[config.mk]
export PLATFORM = sky130hd
export DESIGN_NAME = bwt_block_transform_core
export DESIGN_NICKNAME = d
export VERILOG_FILES = /design/src/hw/rtl/bwt_pkg.sv /design/src/hw/rtl/bwt_dp.sv /design/src/hw/rtl/bwt_ctrl.sv /design/src/hw/rtl/bwt_block_transform_core.sv
export VERILOG_INCLUDE_DIRS = /design/src /design/src/hw/rtl
export SDC_FILE = /design/constraint.sdc
export NUM_CORES = 1
export LEC_CHECK = 0
export BUFFER_PORTS_ARGS = -buffer_cell sky130_fd_sc_hd__buf_4
export CORE_UTILIZATION = 58
export DETAILED_ROUTE_END_ITERATION = 8
export PLACE_DENSITY = 0.77
export SLEW_MARGIN = 20
export SYNTH_ARGS = -nofsm -noshare
export SYNTH_HDL_FRONTEND = slang
export SYNTH_SLANG_ARGS = --single-unit
[constraint.sdc]
create_clock -name clk -period 4.1 [get_ports clk]
set_input_delay 0.82 -clock clk [delete_from_list [all_inputs] [get_ports clk]]
set_output_delay 0.82 -clock clk [all_outputs]
set_load 0.1 [all_outputs]
[src/hw/rtl/bwt_block_transform_core_macros.svh]
// Assertion macros used by the block's top-level RTL file.
`ifndef BWT_BLOCK_TRANSFORM_CORE_MACROS_SVH
`define BWT_BLOCK_TRANSFORM_CORE_MACROS_SVH

// The consequent must hold in the same cycle as the antecedent.
`define BWT_ASSERT_SAME(lbl, clk, rstn, ante, cons) \
    lbl: assert property (@(posedge clk) disable iff (!(rstn)) (ante) |-> (cons)) \
        else $error("same-cycle check failed");

// The consequent must hold in the cycle after the antecedent.
`define BWT_ASSERT_NEXT(lbl, clk, rstn, ante, cons) \
    lbl: assert property (@(posedge clk) disable iff (!(rstn)) (ante) |=> (cons)) \
        else $error("next-cycle check failed");

`endif

[src/hw/rtl/bwt_pkg.sv]
package bwt_pkg;

    localparam int BLOCK_SIZE_DEF = 64;
    localparam int SYM_W          = 8;

    localparam logic DIR_ENCODE = 1'b0;
    localparam logic DIR_DECODE = 1'b1;

    typedef struct packed {
        logic load;
        logic start;
        logic next_j;
        logic next_j_less;
        logic step_k;
        logic rank_rd;
        logic wr_pos;
        logic out_init;
        logic pos_rd;
        logic pre_latch;
        logic sym_rd;
        logic emit;
    } cmd_t;

    typedef struct packed {
        logic full;
        logic j_done;
        logic j_eq_i;
        logic decided;
        logic less;
        logic i_last;
        logic dir;
        logic r_last;
        logic out_busy;
    } sts_t;

endpackage

[src/hw/rtl/bwt_dp.sv]
module bwt_dp #(
    parameter int BLOCK_SIZE = bwt_pkg::BLOCK_SIZE_DEF
) (
    input  logic                     clk,
    input  logic                     rst_n,
    input  logic                     cfg_write,
    input  logic                     cfg_data,
    input  logic [bwt_pkg::SYM_W-1:0] symbol,
    input  logic                     out_stall,
    input  bwt_pkg::cmd_t            cmd,
    output bwt_pkg::sts_t            sts,
    output logic                     out_valid,
    output logic [bwt_pkg::SYM_W-1:0] out_symbol,
    output logic                     out_last
);
    localparam int AW = (BLOCK_SIZE > 1) ? $clog2(BLOCK_SIZE) : 1;
    localparam int CW = $clog2(BLOCK_SIZE + 1);
    localparam int SW = bwt_pkg::SYM_W;

    logic [SW-1:0] sym_mem [BLOCK_SIZE];
    logic [AW-1:0] pos_mem [BLOCK_SIZE];

    logic          dir_cfg_reg;
    logic          dir_reg;
    logic [CW-1:0] fill_reg;
    logic [CW-1:0] n_reg;
    logic [CW-1:0] i_reg;
    logic [CW-1:0] j_reg;
    logic [CW-1:0] k_reg;
    logic [CW-1:0] cnt_reg;
    logic [CW-1:0] r_reg;
    logic [AW-1:0] cur_reg;
    logic          zero_reg;
    logic          a_in_reg;
    logic          b_in_reg;
    logic [SW-1:0] sym_a_reg;
    logic [SW-1:0] sym_b_reg;
    logic [AW-1:0] pos_q_reg;
    logic          out_valid_reg;
    logic [SW-1:0] out_symbol_reg;
    logic          out_last_reg;

    logic [CW:0]   sum_a;
    logic [CW:0]   sum_b;
    logic [AW-1:0] sym_addr_a;
    logic [AW-1:0] pos_addr;
    logic [SW:0]   val_a;
    logic [SW:0]   val_b;

    assign sum_a = {1'b0, j_reg} + {1'b0, k_reg};
    assign sum_b = {1'b0, i_reg} + {1'b0, k_reg};
    assign sym_addr_a = cmd.sym_rd
        ? ((dir_reg == bwt_pkg::DIR_DECODE) ? pos_q_reg : (pos_q_reg - AW'(1)))
        : sum_a[AW-1:0];
    assign pos_addr = (dir_reg == bwt_pkg::DIR_DECODE) ? cur_reg : r_reg[AW-1:0];

    always_comb
    begin
        if (dir_reg == bwt_pkg::DIR_DECODE)
        begin
            val_a = {1'b0, sym_a_reg};
            val_b = {1'b0, sym_b_reg};
        end
        else
        begin
            val_a = a_in_reg ? ({1'b0, sym_a_reg} + (SW+1)'(1)) : '0;
            val_b = b_in_reg ? ({1'b0, sym_b_reg} + (SW+1)'(1)) : '0;
        end
    end

    always_comb
    begin
        sts.full     = (fill_reg == CW'(BLOCK_SIZE - 1));
        sts.j_done   = (j_reg == n_reg);
        sts.j_eq_i   = (j_reg == i_reg);
        sts.decided  = (val_a != val_b) || (dir_reg == bwt_pkg::DIR_DECODE);
        sts.less     = (val_a < val_b) || ((val_a == val_b) && (j_reg < i_reg));
        sts.i_last   = (i_reg == n_reg - CW'(1));
        sts.dir      = dir_reg;
        sts.r_last   = (r_reg == n_reg - CW'(1));
        sts.out_busy = out_valid_reg && out_stall;
    end

    always_ff @(posedge clk)
    begin
        if (cmd.load)
        begin
            sym_mem[fill_reg[AW-1:0]] <= symbol;
        end
        if (cmd.rank_rd || cmd.sym_rd)
        begin
            sym_a_reg <= sym_mem[sym_addr_a];
        end
        if (cmd.rank_rd)
        begin
            sym_b_reg <= sym_mem[sum_b[AW-1:0]];
        end
    end

    always_ff @(posedge clk)
    begin
        if (cmd.wr_pos)
        begin
            pos_mem[cnt_reg[AW-1:0]] <= i_reg[AW-1:0];
        end
        if (cmd.pos_rd)
        begin
            pos_q_reg <= pos_mem[pos_addr];
        end
    end

    always_ff @(posedge clk)
    begin
        if (cmd.rank_rd)
        begin
            a_in_reg <= (sum_a < {1'b0, n_reg});
            b_in_reg <= (sum_b < {1'b0, n_reg});
        end
        if (cmd.sym_rd)
        begin
            zero_reg <= (dir_reg == bwt_pkg::DIR_ENCODE) && (pos_q_reg == '0);
        end
        if (cmd.emit)
        begin
            out_symbol_reg <= zero_reg ? '0 : sym_a_reg;
            out_last_reg   <= sts.r_last;
        end
    end

    always_ff @(posedge clk or negedge rst_n)
    begin
        if (!rst_n)
        begin
            dir_cfg_reg   <= bwt_pkg::DIR_ENCODE;
            dir_reg       <= bwt_pkg::DIR_ENCODE;
            fill_reg      <= '0;
            n_reg         <= '0;
            i_reg         <= '0;
            j_reg         <= '0;
            k_reg         <= '0;
            cnt_reg       <= '0;
            r_reg         <= '0;
            cur_reg       <= '0;
            out_valid_reg <= 1'b0;
        end
        else
        begin
            if (cfg_write)
            begin
                dir_cfg_reg <= cfg_data;
            end
            if (cmd.load && !cmd.start)
            begin
                fill_reg <= fill_reg + CW'(1);
            end
            if (cmd.start)
            begin
                fill_reg <= '0;
                n_reg    <= fill_reg + CW'(1);
                dir_reg  <= dir_cfg_reg;
                i_reg    <= '0;
                j_reg    <= '0;
                k_reg    <= '0;
                cnt_reg  <= '0;
            end
            if (cmd.next_j || cmd.next_j_less)
            begin
                j_reg <= j_reg + CW'(1);
                k_reg <= '0;
            end
            if (cmd.next_j_less)
            begin
                cnt_reg <= cnt_reg + CW'(1);
            end
            if (cmd.step_k)
            begin
                k_reg <= k_reg + CW'(1);
            end
            if (cmd.wr_pos)
            begin
                i_reg   <= i_reg + CW'(1);
                j_reg   <= '0;
                k_reg   <= '0;
                cnt_reg <= '0;
            end
            if (cmd.out_init)
            begin
                r_reg   <= '0;
                cur_reg <= '0;
            end
            if (cmd.pre_latch || cmd.sym_rd)
            begin
                cur_reg <= pos_q_reg;
            end
            if (cmd.emit)
            begin
                r_reg         <= r_reg + CW'(1);
                out_valid_reg <= 1'b1;
            end
            else if (out_valid_reg && !out_stall)
            begin
                out_valid_reg <= 1'b0;
            end
        end
    end

    assign out_valid  = out_valid_reg;
    assign out_symbol = out_symbol_reg;
    assign out_last   = out_last_reg;

endmodule

[src/hw/rtl/bwt_ctrl.sv]
module bwt_ctrl (
    input  logic          clk,
    input  logic          rst_n,
    input  logic          in_valid,
    input  logic          last,
    input  bwt_pkg::sts_t sts,
    output logic          in_stall,
    output bwt_pkg::cmd_t cmd
);
    localparam logic [3:0] S_LOAD     = 4'd0;
    localparam logic [3:0] S_RANK_RD  = 4'd1;
    localparam logic [3:0] S_RANK_CMP = 4'd2;
    localparam logic [3:0] S_WR_POS   = 4'd3;
    localparam logic [3:0] S_OUT_INIT = 4'd4;
    localparam logic [3:0] S_PRE_RD   = 4'd5;
    localparam logic [3:0] S_PRE_LAT  = 4'd6;
    localparam logic [3:0] S_OUT_RD   = 4'd7;
    localparam logic [3:0] S_OUT_SYM  = 4'd8;
    localparam logic [3:0] S_OUT_EMIT = 4'd9;

    logic [3:0] state_reg;
    logic [3:0] state_next;

    assign in_stall = (state_reg != S_LOAD);

    always_comb
    begin
        state_next = state_reg;
        cmd        = '0;
        case (state_reg)
            S_LOAD:
            begin
                if (in_valid)
                begin
                    cmd.load = 1'b1;
                    if (last || sts.full)
                    begin
                        cmd.start  = 1'b1;
                        state_next = S_RANK_RD;
                    end
                end
            end
            S_RANK_RD:
            begin
                if (sts.j_done)
                begin
                    state_next = S_WR_POS;
                end
                else if (sts.j_eq_i)
                begin
                    cmd.next_j = 1'b1;
                end
                else
                begin
                    cmd.rank_rd = 1'b1;
                    state_next  = S_RANK_CMP;
                end
            end
            S_RANK_CMP:
            begin
                state_next = S_RANK_RD;
                if (!sts.decided)
                begin
                    cmd.step_k = 1'b1;
                end
                else if (sts.less)
                begin
                    cmd.next_j_less = 1'b1;
                end
                else
                begin
                    cmd.next_j = 1'b1;
                end
            end
            S_WR_POS:
            begin
                cmd.wr_pos = 1'b1;
                state_next = sts.i_last ? S_OUT_INIT : S_RANK_RD;
            end
            S_OUT_INIT:
            begin
                cmd.out_init = 1'b1;
                state_next   = (sts.dir == bwt_pkg::DIR_DECODE) ? S_PRE_RD : S_OUT_RD;
            end
            S_PRE_RD:
            begin
                cmd.pos_rd = 1'b1;
                state_next = S_PRE_LAT;
            end
            S_PRE_LAT:
            begin
                cmd.pre_latch = 1'b1;
                state_next    = S_OUT_RD;
            end
            S_OUT_RD:
            begin
                cmd.pos_rd = 1'b1;
                state_next = S_OUT_SYM;
            end
            S_OUT_SYM:
            begin
                cmd.sym_rd = 1'b1;
                state_next = S_OUT_EMIT;
            end
            S_OUT_EMIT:
            begin
                if (!sts.out_busy)
                begin
                    cmd.emit   = 1'b1;
                    state_next = sts.r_last ? S_LOAD : S_OUT_RD;
                end
            end
            default:
            begin
                state_next = S_LOAD;
            end
        endcase
    end

    always_ff @(posedge clk or negedge rst_n)
    begin
        if (!rst_n)
        begin
            state_reg <= S_LOAD;
        end
        else
        begin
            state_reg <= state_next;
        end
    end

endmodule

[src/hw/rtl/bwt_block_transform_core.sv]
// Block Burrows-Wheeler transform, forward and inverse.
// Input items (symbol, last) are taken on the in channel while the block loads.
// A block ends on an item with last set, or after BLOCK_SIZE items. in_stall
// then stays high until every result of the block has been handed to the
// output register. Exactly one result item leaves per input item of the
// block, with out_last set on the final one.
// cfg_data is taken into the direction register on any cycle with cfg_write
// high (0 encode, 1 decode); it is sampled when a block ends.
// For a block of n symbols the ranking pass compares every pair of positions,
// reading both symbols at once from the two-port symbol memory. Decode
// compares single symbols; encode steps through the common prefix of the
// compared suffixes. Emission then runs S_OUT_INIT, in decode followed by
// S_PRE_RD and S_PRE_LAT, then per item a position read, a symbol read and
// an emit; the emit waits while the output is stalled.
// Each item is held in the output register until taken; a stalled receiver
// freezes the emission sequence without loss. Reset clears the fill count,
// the direction register and the output valid, and the block waits for input.
module bwt_block_transform_core #(
    parameter int BLOCK_SIZE = bwt_pkg::BLOCK_SIZE_DEF
) (
    input  logic                      clk,
    input  logic                      rst_n,
    input  logic                      cfg_write,
    input  logic                      cfg_data,
    input  logic                      in_valid,
    output logic                      in_stall,
    input  logic [bwt_pkg::SYM_W-1:0] symbol,
    input  logic                      last,
    output logic                      out_valid,
    input  logic                      out_stall,
    output logic [bwt_pkg::SYM_W-1:0] out_symbol,
    output logic                      out_last
);
    `include "bwt_block_transform_core_macros.svh"

    bwt_pkg::cmd_t cmd;
    bwt_pkg::sts_t sts;

    bwt_ctrl u_ctrl (
        .clk      (clk),
        .rst_n    (rst_n),
        .in_valid (in_valid),
        .last     (last),
        .sts      (sts),
        .in_stall (in_stall),
        .cmd      (cmd)
    );

    bwt_dp #(
        .BLOCK_SIZE (BLOCK_SIZE)
    ) u_dp (
        .clk        (clk),
        .rst_n      (rst_n),
        .cfg_write  (cfg_write),
        .cfg_data   (cfg_data),
        .symbol     (symbol),
        .out_stall  (out_stall),
        .cmd        (cmd),
        .sts        (sts),
        .out_valid  (out_valid),
        .out_symbol (out_symbol),
        .out_last   (out_last)
    );

    `BWT_ASSERT_NEXT(a_busy_after_end, clk, rst_n, in_valid && !in_stall && last, in_stall)
    `BWT_ASSERT_NEXT(a_quiet_after_last, clk, rst_n,
        out_valid && !out_stall && out_last, !out_valid)
    `BWT_ASSERT_SAME(a_emit_when_free, clk, rst_n, cmd.emit, !sts.out_busy)

endmodule

==> run_results.csv <==
group,metric,value,unit
grt,grt_pass1_vias,29450,
timing,worst_clock_skew,0.0554,ns
final_layout,largest_reg_flops,512,
placement,port_buffers,25,
synthesis,synth_edf_count,930,
synthesis,synthDistinctLibCells,62,
timing,achievable-frequency,248,MHz
final_layout,final_area,51300,um^2
timing,grt_setup_unrepaired,"no",
timing,fin_setup_tns,0,ns
timing,hold_viol_final,0,
drt,routed_wl,123000,um
setup_path,critPathBufInv,2,
synthesis,syn_area,45800,um^2
cts,htreeDepth,3,
floorplan,die-width,283,um
drt,via_per_inst,6.77,
setup_path,crit_family,"multiplexers",
placement,dp_hpwl,77900,um
drt,route.detailed.drc,1,
synthesis,synth_top_flop_cell,"edfxtp_1",
grt,grt_pass1_wl,185000,um
timing,finalCriticalPeriod,4.03,ns
final_layout,syn_to_final_growth,12.0,%
synthesis,synth_warnings,0,
final_layout,nNetsFinal,3310,
cts,cts_buffer_depth,3,
drt,ant_nets,0,
floorplan,die-area,80200,um^2
timing,slew_violations,0,
final_layout,final_cell_mix,"edfxtp_1, nand2_1, mux4_2",
drt,drtPass1Iterations,8,
synthesis,ys_seq_area_frac,0.643,
synthesis,synth_cells,3168,
grt,track_usage,0.307,
synthesis,syn_area_per_cell,14.5,um^2
cts,clock_latency,0.69,ns
setup_path,crit_path_end_kind,"register",
cts,cts_tree,"done",
floorplan,die_h,283,um
cts,cts_made_buffers,96,
worst_hold_path,hold_path.class,"input port to async pin",
setup_path,critical_path_required,4.51,ns
setup_path,max_stage_delay,0.85,ns
floorplan,core,77800,um^2
floorplan,ios,26,
drt,drt_iter0_drc,4096,
timing,max_slew_margin,0.179,
synthesis,synthArstFlopShare,0.0616,
floorplan,rows,102,
run_status,status,"complete, but fails checks",
timing,period_share,0.983,
job,max_cap_viol_count,0,
placement,gp_congestion,0.939,
placement,post_dp_cell_area,48000,um^2
timing,tightest_slew,1.23,ns
setup_path,crit_fanout,39,
setup_path,crit_type,"register to register",
cts,cts_sinks,991,
final_layout,layout_commonest_cell,"edfxtp_1",
setup_path,ff2ff_setup_slack,0.07,ns
cts,post-cts-setup-buffers,0,
floorplan,initial_core_util,0.589,
drt,routed-via-count,29535,
power,p_leak,17.5,nW
grt,grt_overflow,0,
setup_path,slowest_stage,"fa_4",
setup_path,cp-start-kind,"register",
timing,setup_violations,0,
final_layout,drive_above_1_share,0.189,
power,power_density,686,nW/um^2
power,vdd_drop_max,0.000564,V
synthesis,ys_seq_elements,991,
cts,root_buffer,"clkbuf_16",
grt,grt_max_degree,102,
setup_path,cpMostUsedCell,"mux4_2",
drt,wl_per_cell,28.3,um
grt,antenna_found_initial,2,
setup_path,path_cells,"buf_4, ha_4, fa_4, buf_12, mux4_2, mux4_2, nor2b_1, a211oi_2, a21oi_1",
synthesis,synth_nets,3238,
setup_path,arrival,4.44,ns
run_status,violations,"design-rule violations",
cts,clk_pin_slew,0.06,ns
final_layout,diodes,0,
-- what timing repair did --
item                                    in CTS  in global routing
cloned                                       0                  0
hold buffers                                 0                  0
resized for setup                            5                  3
endpoints found under the setup margin       4                  4
pin swaps                                    0                  1
-- worst register-to-register path, delay by kind of cell, from the launching register on --
family | cells | cell delay (ns)
multiplexers | 2 | 1.15
adder cells (fa/ha/maj) | 2 | 1.01
flip-flops | 1 | 0.40
AND/OR/NAND/NOR | 1 | 0.16
buffers and inverters | 2 | 0.49
AO/OA/AOI/OAI | 2 | 0.55
-- Yosys cell counts (all sizes together) (3+ instances only) --
cell type | instances | area (um^2)
edfxtp | 930 | 27900
nand2 | 542 | 2030
mux4 | 256 | 5770
nor2 | 223 | 842
o21ai | 114 | 571
clkbuf | 102 | 383
buf | 101 | 553
nand3 | 97 | 485
a211oi | 88 | 661
mux2i | 72 | 721
a21oi | 62 | 322
dfrtp | 61 | 1530
ha | 53 | 663
a31oi | 52 | 325
nor2b | 52 | 325
xnor2 | 37 | 324
and2 | 30 | 188
inv | 27 | 101
xor2 | 20 | 175
nand3b | 19 | 143
a221oi | 18 | 164
and3 | 16 | 100
mux2 | 16 | 180
nor3 | 16 | 80.1
o22ai | 15 | 93.8
o221ai | 14 | 123
a311oi | 13 | 114
nand4 | 13 | 81.3
nand2b | 12 | 75.1
a21o | 11 | 82.6
nor4 | 10 | 62.6
a22o | 9 | 78.8
a2bb2oi | 7 | 61.3
a32oi | 7 | 61.3
a32o | 6 | 60.1
o31ai | 5 | 37.5
or3 | 5 | 31.3
nor3b | 4 | 30.0
o21bai | 4 | 30.0
and4 | 3 | 26.3
nand4b | 3 | 26.3
o211ai | 3 | 22.5
or2 | 3 | 18.8
or3b | 3 | 26.3
-- worst paths after layout --
kind                               start                end  cells after the start
max                        u_dp.k_reg[0]  u_dp.sym_b_reg[1]                      9
min                                rst_n    u_dp.cnt_reg[4]                      1
max reg2reg                u_dp.k_reg[0]  u_dp.sym_b_reg[1]                      9
min reg2reg                u_dp.r_reg[6]      u_dp.r_reg[6]                      1
max in group asynchronous          rst_n      u_dp.i_reg[0]                      1
min in group clk                cfg_data   u_dp.dir_cfg_reg                      2
-- metal layers --
metal  up-vias  share of wire  wire, um  global-route usage
li1      12417              -         -                   -
met3       370           0.11     13300              0.0607
met1     14768           0.36     44900               0.413
met2      1976           0.48     59200               0.493
met5         -        0.00021        26                   0
met4         4          0.048      5880               0.133
-- kinds of logic after synthesis --
family / synth area share
compound gates: 0.0628
xor+xnor: 0.0109
buf+inv: 0.0227
fa+ha+maj: 0.0153
mux: 0.145
flops: 0.643
simple gates: 0.100
-- where the power goes --
part / switching, W / internal (W)
Combinational: 0.00817 / 0.00548
Clock: 0.00394 / 0.00527
Sequential: 0.000526 / 0.0118
-- final cells by class --
class                      count  area, um^2
clock buffer                 116        2490
tap                         1040        1300
clock inverter                63         820
fill                        5112       26500
multi-input combinational   1946       15500
sequential                   991       29500
timing repair buffer         177        1620
inverter                      28         106
-- per-stage QoR --
step           hold slack (ns)  setup WS, ns   util  cells  power [W]
2_1_floorplan            0.470       0.00511      -   3168     0.0211
3_3_place_gp             0.490       -0.0369  0.616   4182     0.0254
3_5_place_dp             0.503       -0.0900  0.616   4182     0.0258
4_1_cts                  0.255        0.0615  0.659   4361     0.0350
5_1_grt                  0.286       0.00756  0.659   4361     0.0364
6_report                 0.242        0.0692  0.659   4361     0.0352
Note: power is estimated with default switching activity, not from simulation.
